--- src/rtl/core/pspt_pkg.sv ---
// ----------------------------------------------------------------------------
// pspt_pkg: shared types and constants of the priority ordered slot table
// Transfer payloads, operation and status codes, compare results.
// ----------------------------------------------------------------------------
package pspt_pkg;

  localparam int SLOTS_DEF      = 16;
  localparam int NAME_BYTES_DEF = 48;
  localparam int NAME_WORDS     = 6;

  // "free" in little endian byte order, terminator follows.
  localparam logic [31:0] FREE_WORD = 32'h6565_7266;

  localparam logic [2:0] OP_INSERT = 3'd0;
  localparam logic [2:0] OP_FIND   = 3'd1;
  localparam logic [2:0] OP_REMOVE = 3'd2;
  localparam logic [2:0] OP_EMPTY  = 3'd3;
  localparam logic [2:0] OP_GET    = 3'd4;

  localparam logic [1:0] STAT_OK         = 2'd0;
  localparam logic [1:0] STAT_NOT_FOUND  = 2'd1;
  localparam logic [1:0] STAT_NO_FREE    = 2'd2;
  localparam logic [1:0] STAT_NOT_PLACED = 2'd3;

  typedef struct packed {
    logic [2:0]         op;
    logic [31:0]        stream_id;
    logic signed [31:0] priority_req;
    logic [31:0]        handler;
    logic [31:0]        volume;
    logic [63:0]        name_word0;
    logic [63:0]        name_word1;
    logic [63:0]        name_word2;
    logic [63:0]        name_word3;
    logic [63:0]        name_word4;
    logic [63:0]        name_word5;
    logic [3:0]         position;
  } in_t;

  typedef struct packed {
    logic [1:0]         status;
    logic [3:0]         slot_index;
    logic [31:0]        found_id;
    logic signed [31:0] found_priority;
    logic [31:0]        found_handler;
    logic [31:0]        found_volume;
    logic               list_changed;
  } out_t;

  typedef struct packed {
    logic id_eq;
    logic id_zero;
    logic name_eq;
    logic lower;
  } cmp_res_t;

endpackage

--- src/rtl/core/pspt_cmp.sv ---
// ----------------------------------------------------------------------------
// pspt_cmp: slot compare unit
// Compares one stored slot against the request: id, name and priority.
// ----------------------------------------------------------------------------
module pspt_cmp #(
  parameter int NAME_BYTES = pspt_pkg::NAME_BYTES_DEF
) (
  input  logic [31:0]               st_id_i,
  input  logic signed [31:0]        st_prio_i,
  input  logic [NAME_BYTES*8-1:0]   st_name_i,
  input  logic [31:0]               rq_id_i,
  input  logic signed [31:0]        rq_prio_i,
  input  logic [NAME_BYTES*8-1:0]   rq_name_i,
  output pspt_pkg::cmp_res_t        res_o
);
  import pspt_pkg::*;

  // Both names are zero padded after their terminator, so a plain equality
  // over the whole row matches string comparison.
  always_comb begin
    res_o.id_eq   = (st_id_i == rq_id_i);
    res_o.id_zero = (st_id_i == 32'd0);
    res_o.name_eq = (st_name_i == rq_name_i);
    res_o.lower   = (st_prio_i < rq_prio_i);
  end

endmodule

--- config.mk ---
export PLATFORM = sky130hd
export DESIGN_NAME = pspt_cmp
export DESIGN_NICKNAME = d
export VERILOG_FILES = /design/src/rtl/core/pspt_pkg.sv /design/src/rtl/core/pspt_cmp.sv
export SDC_FILE = /design/constraint.sdc
export NUM_CORES = 1
export LEC_CHECK = 0
export ABC_AREA = 0
export BUFFER_PORTS_ARGS = -buffer_cell sky130_fd_sc_hd__buf_2
export CORE_AREA = 2 2 355 357
export DETAILED_ROUTE_END_ITERATION = 10
export DIE_AREA = 0 0 357 359
export SETUP_SLACK_MARGIN = 0.15
export SYNTH_ARGS = -nofsm -noshare
export SYNTH_HDL_FRONTEND = slang
export SYNTH_SLANG_ARGS = --single-unit
--- constraint.sdc ---
create_clock -name vclk -period 1.6
set_clock_uncertainty 0.05 [all_clocks]
set_input_delay 0 -clock vclk [all_inputs]
set_output_delay 0 -clock vclk [all_outputs]
set_load 0.01 [all_outputs]
=== Yosys cells after proc, flatten, opt, wreduce, memory -nomap -nowiden ===
Index checks and enable logic that the tools add are counted.

* Bits of input ports: 896
* Bits in registers: 0
* Output and inout bits: 4

* Equal/unequal tests: 2
* Order comparisons: 1
* Reductions and logical operators: 1

{| class="wikitable"
|+ Operator list
! operator !! number
|-
| $eq A384 B384 Y1 || 1
|-
| $eq A32 B32 Y1 || 1
|-
| $logic_not A32 Y1 || 1
|-
| $lt A32 B32 Y1 || 1
|}

=== Logic depth before layout (Yosys ltp) ===
* Depth in word-level cells: 1
* Mapped depth: 8

=== Least setup slack after synthesis ===
OpenSTA, ideal clock, no wires.

* Path type: input-to-output
* Start point: in rq_name_i[178]
* End point: out res_o[1] (netlist name)
* Buffers on the path: 0
* Stages: 6
* Arrival: 1541 ps
* Setup slack: 9 ps
* Cell sequence: xor2_1 -> a221o_1 -> a2111oi_2 -> nand4_1 -> or4_1 -> nor4_2

{| class="wikitable"
|+ RTL lines
! item !! RTL line !! text
|-
| start: declaration || pspt_cmp.sv:13 || <nowiki>input logic [NAME_BYTES*8-1:0] rq_name_i,</nowiki>
|-
| end: declaration || pspt_cmp.sv:14 || <nowiki>output pspt_pkg::cmp_res_t res_o</nowiki>
|}

==> metrics.cfg <==
[run_status]
outcome = complete, but fails checks
violations = negative setup slack

[worst_hold_path]
worstHoldPathCells = 5
min_from = st_id_i[16]
worstHoldEndpoint = res_o[2]
hp-class = in2out

[critical_path]
endpoint_kind = output pin
worstSetupPathType = in2out
cp.required_ns = 1.55
crit_fanout = 1
critPathLaunchType = primary input
cp.arrival_ns = 2.26
cp-startpoint = rq_name_i[339]

[timing]
finalMaxSlewViolations = 0
finalSetupViolCount = 2
worstMarginPinSlew_ns = 0.659
max-slew-margin-rel_pct = 55.9
setup_ws_ns = -0.706
finalCriticalPeriod_ns = 2.31
whs_ns = 0.374
finalHoldViolCount = 0
fmax_mhz = 434
rsz0062_at_grt = yes
fin_crit_sh_pct = 144

[synth]
syn_inst = 692
yosys.area.top_type = xor2_1
ys_seq_area_share_pct = 0
yosysMostFrequentCell = xor2_1
synth_common_cells = 354 x xor2_1, 104 x nor4_1, 50 x xnor2_1, 43 x inv_1, 39 x nand4_1
syn_avg_cell_area_um2 = 7.82
syn_area_um2 = 5410
synth.distinct_cells = 29
yosys.area.top_type_share_pct = 57.3
synthTopCellsByArea = xor2_1 57%, nor4_1 12%, xnor2_1 8.1%
ys_warn_count = 0
syn_nets = 1619

[global_routing]
grt_overflow_total = 0
grt_antenna_before_repair = 218
first_global_vias = 10211
grt_usage_pct = 15.3
grt_pass1_wl_um = 122000
grt_max_degree = 4

[pwr]
vdd_drop_max_v = 0.0000960
power.density_nw_per_um2 = 241
p_leak_nw = 6.12
power.total_mw = 3.10

[final_layout]
fin_cells = 3345
fin_nets = 2567
drive_above_1_share_pct = 60.9
area_delta_synth_final_pct = 138
seq_area_um2 = 0
seq_cells = 0
nClkBuffers = 0

[route]
dr.pass1.iters = 4
routedWlPerCell_um = 30.7
wirelength_um = 103000
vias_per_cell = 3.08
route.detailed.drc = 0
dr.first_iter.drc_count = 650
num_vias = 10309
ant_nets = 0

[place]
gp_congestion = 0.924
placedCellCount = 3288
dpl.hpwl_um = 100000
dp_slack_ns = -1.67
io_buffers = 900

[clock_network]
cts_setup_buffers = 0
hold_buffers = 0

[floorplanning]
die_w_um = 357
rows = 130
io_pins = 900
die_height_um = 359
dieArea_um2 = 128000
coreArea_um2 = 125000
start_util_pct = 4.34

[run]
maxCapViolations = 0

[layer usage]
layer	vias to the layer above	wire [um]	global-route usage [%]	part of all wire [%]
li1	4400	-	-	-
met1	4562	46600	21.3	45
met2	981	41300	22.9	40
met3	310	11400	5.17	11
met4	56	3080	2.32	3.0
met5	-	358	0	0.35
[worst max-delay path by stage]
stage	to
global placement	res_o[1]
finish	res_o[1]
global route	res_o[1]
detailed placement	res_o[1]
floorplan	res_o[1]
CTS	res_o[1]
[per-stage QoR]
stage	cell area, um^2	TNS (ns)	utilization, %
after floorplan	5520	0	-
after global placement	12500	-2.30	10.0
after detailed placement	12500	-2.27	10.0
after CTS	12700	-1.22	10.2
after global routing	12800	-1.29	10.3
final	12900	-1.07	10.3
[cell type report]
class	instances	area, um^2
multi-input combinational	649	5600
inverter	43	166
tap	1650	2060
timing repair buffer	946	4920
antenna	57	143
fill	14735	112000
[where the power goes]
| part | total, mW | switching, mW | internal, mW | leakage [nW] |
|---|---|---|---|---|
| Combinational | 3.10 | 1.59 | 1.51 | 6.12 |
| Clock | 0.00000490 | 0 | 0.00000490 | 0.000361 |
| Sequential | 0 | 0 | 0 | 0 |
[cell families after synthesis]
family / share of synthesized area (%)
xor gates and xnor gates: 65.4
adders and majority gates: 7.17
AOI/OAI and AO/OA: 4.63
and+or+nand+nor: 19.6
buffers and inverters: 2.98
muxes: 0.185
[worst max-delay path: stages]
cell	delay [ns]
buf_2	0.10
xor2_1	0.16
nor4_2	0.39
buf_4	0.21
nand4_1	0.10
nor4_2	0.31
buf_4	0.20
nand2_1	0.09
buf_12	0.15
nor4_4	0.32
buf_2	0.20
[layout by cell type, fill, tap and decap left out, drive strengths merged, types with 3 or more instances in the layout]
cell type and n:
a21oi 12, a41oi 3, buf 946, diode 57, ha 31, inv 43, nand2 11, nand3 3
nand4 39, nor2 8, nor3 3, nor4 105, o21ai 7, o22ai 3, xnor2 50, xor2 354
[timing repair]
item                                    4_1_cts  5_1_grt
pin swaps                                    21        0
endpoints found under the setup margin        2        2
resized for setup                            48        9
cloned                                        0        0
Power figures use the tool's default switching activity.
