### config.mk
export PLATFORM = sky130hd
export DESIGN_NAME = pspt_order
export DESIGN_NICKNAME = d
export VERILOG_FILES = /design/src/rtl/core/pspt_pkg.sv /design/src/rtl/core/pspt_order.sv
export SDC_FILE = /design/constraint.sdc
export NUM_CORES = 1
export LEC_CHECK = 0
export BUFFER_PORTS_ARGS = -buffer_cell sky130_fd_sc_hd__buf_2
export CORE_MARGIN = 5
export CORE_UTILIZATION = 34
export CTS_CLUSTER_DIAMETER = 80
export DETAILED_ROUTE_END_ITERATION = 10
export SYNTH_ARGS = -nofsm -noshare
export SYNTH_HDL_FRONTEND = slang
export SYNTH_SLANG_ARGS = --single-unit
### constraint.sdc
create_clock -name clk_i -period 2.1 [get_ports clk_i]
set_input_delay 0.105 -clock clk_i [delete_from_list [all_inputs] [get_ports clk_i]]
set_output_delay 0.105 -clock clk_i [all_outputs]
set_load 0.03 [all_outputs]
### src/rtl/core/pspt_pkg.sv
// ----------------------------------------------------------------------------
// pspt_pkg: shared types and constants of the priority ordered slot table
// Transfer payloads, operation and status codes, compare results.
// ----------------------------------------------------------------------------
package pspt_pkg;

  localparam int SLOTS_DEF      = 16;
  localparam int NAME_BYTES_DEF = 48;
  localparam int NAME_WORDS     = 6;

  // "free" in little endian byte order, terminator follows.
  localparam logic [31:0] FREE_WORD = 32'h6565_7266;

  localparam logic [2:0] OP_INSERT = 3'd0;
  localparam logic [2:0] OP_FIND   = 3'd1;
  localparam logic [2:0] OP_REMOVE = 3'd2;
  localparam logic [2:0] OP_EMPTY  = 3'd3;
  localparam logic [2:0] OP_GET    = 3'd4;

  localparam logic [1:0] STAT_OK         = 2'd0;
  localparam logic [1:0] STAT_NOT_FOUND  = 2'd1;
  localparam logic [1:0] STAT_NO_FREE    = 2'd2;
  localparam logic [1:0] STAT_NOT_PLACED = 2'd3;

  typedef struct packed {
    logic [2:0]         op;
    logic [31:0]        stream_id;
    logic signed [31:0] priority_req;
    logic [31:0]        handler;
    logic [31:0]        volume;
    logic [63:0]        name_word0;
    logic [63:0]        name_word1;
    logic [63:0]        name_word2;
    logic [63:0]        name_word3;
    logic [63:0]        name_word4;
    logic [63:0]        name_word5;
    logic [3:0]         position;
  } in_t;

  typedef struct packed {
    logic [1:0]         status;
    logic [3:0]         slot_index;
    logic [31:0]        found_id;
    logic signed [31:0] found_priority;
    logic [31:0]        found_handler;
    logic [31:0]        found_volume;
    logic               list_changed;
  } out_t;

  typedef struct packed {
    logic id_eq;
    logic id_zero;
    logic name_eq;
    logic lower;
  } cmp_res_t;

endpackage

### src/rtl/core/pspt_order.sv
// ----------------------------------------------------------------------------
// pspt_order: list order of the physical slots
// Holds the permutation and moves one slot to a new position on each move.
// ----------------------------------------------------------------------------
module pspt_order #(
  parameter int SLOTS = pspt_pkg::SLOTS_DEF
) (
  input  logic                      clk_i,
  input  logic                      rst_ni,
  input  logic                      init_i,
  input  logic                      move_i,
  input  logic [$clog2(SLOTS)-1:0]  move_from_i,
  input  logic [$clog2(SLOTS)-1:0]  move_to_i,
  input  logic [$clog2(SLOTS)-1:0]  move_slot_i,
  input  logic [$clog2(SLOTS)-1:0]  rd_pos_i,
  output logic [$clog2(SLOTS)-1:0]  rd_slot_o
);
  import pspt_pkg::*;

  localparam int SW = $clog2(SLOTS);

  logic [SW-1:0] ord_q [SLOTS];
  logic [SW-1:0] ord_d [SLOTS];

  always_comb begin
    int fi;
    int pi;
    fi = int'(move_from_i);
    pi = int'(move_to_i);
    for (int k = 0; k < SLOTS; k++) begin
      ord_d[k] = ord_q[k];
      if (init_i) begin
        ord_d[k] = SW'(k);
      end else if (move_i) begin
        if (fi > pi) begin
          // Entries between the target and the old place slide one back.
          if (k == pi) begin
            ord_d[k] = move_slot_i;
          end else if (k > pi && k <= fi) begin
            ord_d[k] = ord_q[(k == 0) ? 0 : k - 1];
          end
        end else if (fi + 1 < pi) begin
          // The slot lands just in front of the lower entry.
          if (k == pi - 1) begin
            ord_d[k] = move_slot_i;
          end else if (k >= fi && k + 1 < pi) begin
            ord_d[k] = ord_q[(k == SLOTS - 1) ? k : k + 1];
          end
        end
      end
    end
  end

  always_ff @(posedge clk_i or negedge rst_ni) begin
    if (!rst_ni) begin
      for (int k = 0; k < SLOTS; k++) begin
        ord_q[k] <= SW'(k);
      end
    end else begin
      ord_q <= ord_d;
    end
  end

  assign rd_slot_o = ord_q[rd_pos_i];

endmodule

# Yosys cells after proc, flatten, opt, wreduce, memory -nomap -nowiden

Index checks and enable logic that the tools add are counted.

Memory bits (read-only): 0
Memories: 0
Bits of input ports: 20
Bits in registers: 64
Latch bits: 0
Logic and storage cells: 319
Bits in writable memories: 0

Shift-type cells: 0
Multiply operators: 0
Equal/unequal tests: 46
Bitwise gates (word level): 1
Multiplexer cells: 128
Reduce and logical (&&, ||, !) cells: 65
Add/sub/neg operators: 2
$lt $le $gt $ge: 61
Divide/modulo/power cells: 0

Operator list:

| kind                                                          | number |
|---|---|
| two-way mux 4 bit                                             | 127 |
| AND reduction 4 bit                                           | 16 |
| nonzero test 4 bit                                            | 14 |
| == test 5 bit, first input constant                           | 8 |
| != test 4 x 2 -> 1 bit, second input constant                 | 10 |
| == test 4 bit, first input constant                           | 8 |
| greater-than comparator 4 bit, first input constant           | 8 |
| less-or-equal comparator 4 bit, first input constant          | 8 |
| logical NOT 32 bit                                            | 1 |
| logical AND 1 bit                                             | 29 |
| less-than comparator 4 bit, first input constant              | 7 |
| >= comparator 4 bit, first input constant                     | 6 |
| == test 4 x 5 -> 1 bit, first input constant                  | 4 |
| != test 4 bit, second input constant                          | 5 |
| binary-select mux 4 bit (select 4 bit)                        | 1 |
| == test 3 x 4 -> 1 bit, first input constant                  | 4 |
| >= comparator 3 x 4 -> 1 bit, first input constant            | 4 |
| greater-than comparator 3 x 4 -> 1 bit, first input constant  | 4 |
| less-or-equal comparator 3 x 4 -> 1 bit, first input constant | 4 |
| less-than comparator 3 x 4 -> 1 bit, first input constant     | 4 |
| == test 3 x 5 -> 1 bit, first input constant                  | 2 |
| nonzero test 3 bit                                            | 3 |
| == test 2 x 4 -> 1 bit, first input constant                  | 2 |
| >= comparator 1 x 4 -> 1 bit, first input constant            | 2 |
| other kinds (18)                                              | 22 |

# Longest topological paths before layout

Word-level depth: 8
Gate-level depth with buffers: 13
Gate-level depth less buffers: 9

# Worst setup path after synthesis

OpenSTA, ideal clock, no wires.

Path kind: input-to-reg
From: input move_from_i[1]
To: register ord_q[4] in the netlist's numbering
Data required time: 1975 ps
Slack: -502 ps
Cell stages on the path: 11
Library setup time: 125 ps
Arrival time: 2477 ps
Buffers on the path: 2
Path through: clkbuf_1 inv_1 ha_1 ha_1 nor2b_1 o31ai_1 and2_1 buf_2 a31oi_1 a311oi_2 mux2_2

Word-level cells in the longest chain between the ends: 4
Elaborated cells between the ends (all ways): 12

Ends and longest elaborated chain:

| what                                                                      | RTL line         | source |
|---|---|---|
| from (decl)                                                               | pspt_order.sv:12 | `input logic [$clog2(SLOTS)-1:0] move_from_i,` |
| adder 4 x 1 -> 5 bit, or another cell as far along                        | pspt_order.sv:42 | `end else if (fi + 1 < pi) begin` |
| less-than comparator 5 x 4 -> 1 bit, or another cell as far along         | pspt_order.sv:42 |  |
| nonzero test 3 bit (no line), or another cell as far along                | -                |  |
| AND reduction 4 bit (no line) / two-way mux 4 bit (equally long branches) | -                |  |
| to (signal, indexed assignment)                                           | pspt_order.sv:57 | `ord_q[k] <= SW'(k);` |
| to (signal assigned)                                                      | pspt_order.sv:60 | `ord_q <= ord_d;` |
| to (decl)                                                                 | pspt_order.sv:22 | `logic [SW-1:0] ord_q [SLOTS];` |

Parallel ways exist; a longest one is shown, timed or not. The select of a mux whose other input is x is not followed.
A chain may end at the register's enable or synchronous reset.

# Worst setup path in the final report

From: register ord_q[25] in the netlist's numbering
To: output rd_slot_o[1]

Word-level cells in the longest chain between the ends: 3

Ends and longest elaborated chain:

| what                                                 | RTL line         | source |
|---|---|---|
| binary-select mux 4 bit (select 4 bit)               | pspt_order.sv:64 | `assign rd_slot_o = ord_q[rd_pos_i];` |
| two-way mux 4 bit (not written as such) (2 in a row) | pspt_order.sv:64 |  |
| to (decl)                                            | pspt_order.sv:16 | `output logic [$clog2(SLOTS)-1:0] rd_slot_o` |

No other way between the ends. The select of a mux whose other input is x is not followed.

==> results.toml <==
[synthesis]
synth-edff-count = 0
synth_cell_type_count = 70
arithmetic_cell_share_of_the_synthesized_area_counting_full_adders_half_adders_and_majority_gates = 0.0266
synth_simple_gate_area_share = 0.125
ys_dominant_reg_cell = "sky130_fd_sc_hd__dfstp_2"
synth.cell_area_um2 = 5650
xor_xnor_fraction_of_synth_area = 0.00465
synth_seq_area_share = 0.291
syn_inst = 623
postSynthAreaPerCell_um2 = 9.07
synthesized_netlist_net_count = 655
synthArstFlopShare = 1.00
ys_ff_latch = 64
yosys-mux-area-fraction = 0.228
synth_warnings = 0
synthesized_area_fraction_occupied_by_ao_oa_aoi_and_oai_cells = 0.261
synth_top_family_by_area = "compound AO/OA/AOI/OAI gates"

[drt]
drt-wirelength-per-cell_um = 22.2
routed_vias = 5769
dr.pass1.iters = 5
post-route-drc-count = 0
drt.antenna.violating_nets = 0
totalWireLength_mm = 21.1
detail_route.iter0.violations = 651
viasPerCell = 6.07

[min_path]
min-delay-path-class = "input port to asynchronous set/reset pin"

[sta]
tightest_slew_ns = 0.601
slew_viol_final = 0
fin_worst_skew_ns = 0.00565
slew_headroom = 0.599
fin_crit_ns = 2.09
post-route-period-util = 0.995
post_route_worst_hold_slack_ns = 0.157
hold_viol = 0
max_clock_freq_mhz = 478
setup_viol_count_final = 0

[clock_network]
sinks_on_the_clock_net = 64
ctsHtreeMaxLevel = 3
clk_latency_ns = 0.34
cts.path.max_buffers = 2
clk_pin_slew_ns = 0.06
cts_tree = "built"
cts_root_buffer = "sky130_fd_sc_hd__clkbuf_16"
numCtsBuffers = 9

[cells_and_area]
most-common-layout-cells = "sky130_fd_sc_hd__buf_4, sky130_fd_sc_hd__a21oi_1, sky130_fd_sc_hd__nor2_1, sky130_fd_sc_hd__nand2_1, sky130_fd_sc_hd__mux2i_1"
fin_area_um2 = 7360
num-fill-cells = 1600
multiInputGateArea_um2 = 3910
largest_register_ffs = 64
final-seq-area_um2 = 1650
number_of_nets_in_the_finished_design = 757
reg.largest.list = "ord_q x64"
final_layout_size_suffix_gt1_frac = 0.399
antenna-diode-count = 0
layout.core_utilization = 0.447
area_delta_synth_final_pct = 30.3
largest_register = "ord_q"
layout_commonest_cell = "sky130_fd_sc_hd__buf_4"

[placed_design]
gpl.final_weighted_congestion = 0.966
placement.cell_area_um2 = 6940
count_of_port_buffers_added_during_placement = 23
detailed_place_hpwl_mm = 15.6

[floorplanning]
io-pin-count = 24
num_rows = 47
die_width_um = 139
die-area_um2 = 19300
core_area_um2 = 16500
initial_core_util = 0.343
die-height_um = 139

[global_routing]
grt_pass1_wl_mm = 33.2
pin_count_of_the_biggest_net_entering_global_routing = 56
grt_pass1_vias = 5842
grt-ovfl-total = 0
grt_use_total = 0.215
grt_antenna_before_repair = 0

[outcome]
status = "finished, final reports clean"

[worst_setup_path]
worst_setup_path_end_kind = "output pin"
worst_setup_path_start_kind = "register"
setup.worst_path.class = "register to output pin"
crit_required_ns = 2.00
worst_r2r_endpoint = "ord_q[32]"
r2r_start = "ord_q[28]"
crit_arrival_ns = 1.99
ff2ff_setup_slack_ns = 0.78
r2r.worst_path.cells = 4
critical_path.max_fanout = 2

[run]
cap_viol_max_count = 0

[power]
power_per_cell_area_nw_per_um2 = 793
p_total_mw = 5.84
power.static_leakage_nw = 3.18
peakVddDrop_mv = 0.430
cell families after synthesis:
logic type | count (synthesis)
muxes | 99
buffers and inverters | 88
adders and majority gates | 12
DFF | 64
xor gates and xnor gates | 3
AOI/OAI and AO/OA | 205
and+or+nand+nor | 152
power by group:
group          internal, mW  switching, mW  leakage, nW  total (mW)
Combinational          1.20           1.18         2.30        2.38
Sequential             1.67          0.385        0.750        2.06
Clock                 0.828          0.576        0.130        1.40
per-stage QoR:
stage / worst slack, ns / cells / TNS (ns)
finish: 0.00982 / 950 / 0
floorplan: -0.142 / 623 / -2.09
CTS: 0.00113 / 939 / 0
detailed placement: -0.437 / 920 / -17.20
global placement: -0.401 / 920 / -15.73
global route: -0.0202 / 950 / -0.0449
critical path: stages (launching register included):
cell and delay (ns):
sky130_fd_sc_hd__dfrtp_1 0.42, sky130_fd_sc_hd__mux4_2 0.52, sky130_fd_sc_hd__mux4_2 0.50, sky130_fd_sc_hd__buf_4 0.19
layer usage:
layer	vias up	share of wire	track usage
met5	-	0	0
met4	0	0.028	0.0659
met3	50	0.072	0.0476
li1	2579	-	-
met1	2862	0.42	0.284
met2	278	0.48	0.354
layout make-up:
type,instances,share of cell area
flip-flops and latches,64,0.224
repair buffers,140,0.150
multi-input cells,471,0.531
well taps,220,0.0374
inverters,39,0.0216
clock buffers,13,0.0340
clock inverters,3,0.00238
synthesized netlist by cell type, types with 19 or more instances:
library cell | instances | share of area
sky130_fd_sc_hd__clkbuf_1 | 29 | 0.019
sky130_fd_sc_hd__a21oi_1 | 55 | 0.049
sky130_fd_sc_hd__nand2_1 | 47 | 0.031
sky130_fd_sc_hd__dfrtp_1 | 32 | 0.14
sky130_fd_sc_hd__o21ai_0 | 24 | 0.021
sky130_fd_sc_hd__mux2i_1 | 43 | 0.076
sky130_fd_sc_hd__a31oi_1 | 19 | 0.021
sky130_fd_sc_hd__nor2_1 | 46 | 0.031
sky130_fd_sc_hd__mux4_2 | 20 | 0.080
sky130_fd_sc_hd__dfstp_2 | 32 | 0.15
sky130_fd_sc_hd__inv_1 | 37 | 0.025
sky130_fd_sc_hd__mux2_2 | 36 | 0.072
worst max-delay path by stage:
stage | slack, ns | start | cells past startpoint | end
floorplan | -0.14 | move_from_i[0] | 11 | ord_q[4]
global placement | -0.40 | move_from_i[0] | 10 | ord_q[4]
detailed placement | -0.44 | move_from_i[1] | 11 | ord_q[41]
CTS | 0.001 | ord_q[12] | 3 | rd_slot_o[0]
global route | -0.02 | ord_q[26] | 3 | rd_slot_o[2]
finish | 0.01 | ord_q[25] | 3 | rd_slot_o[1]
repair_timing:
action                                 4_1_cts  5_1_grt
resized for setup                            6       16
pin swaps                                    1        6
hold buffers                                 1        0
setup endpoints to repair                   17       37
endpoints found under the hold margin       33        0
buffers inserted                             2       11
Note: power is estimated with default switching activity, not from simulation.
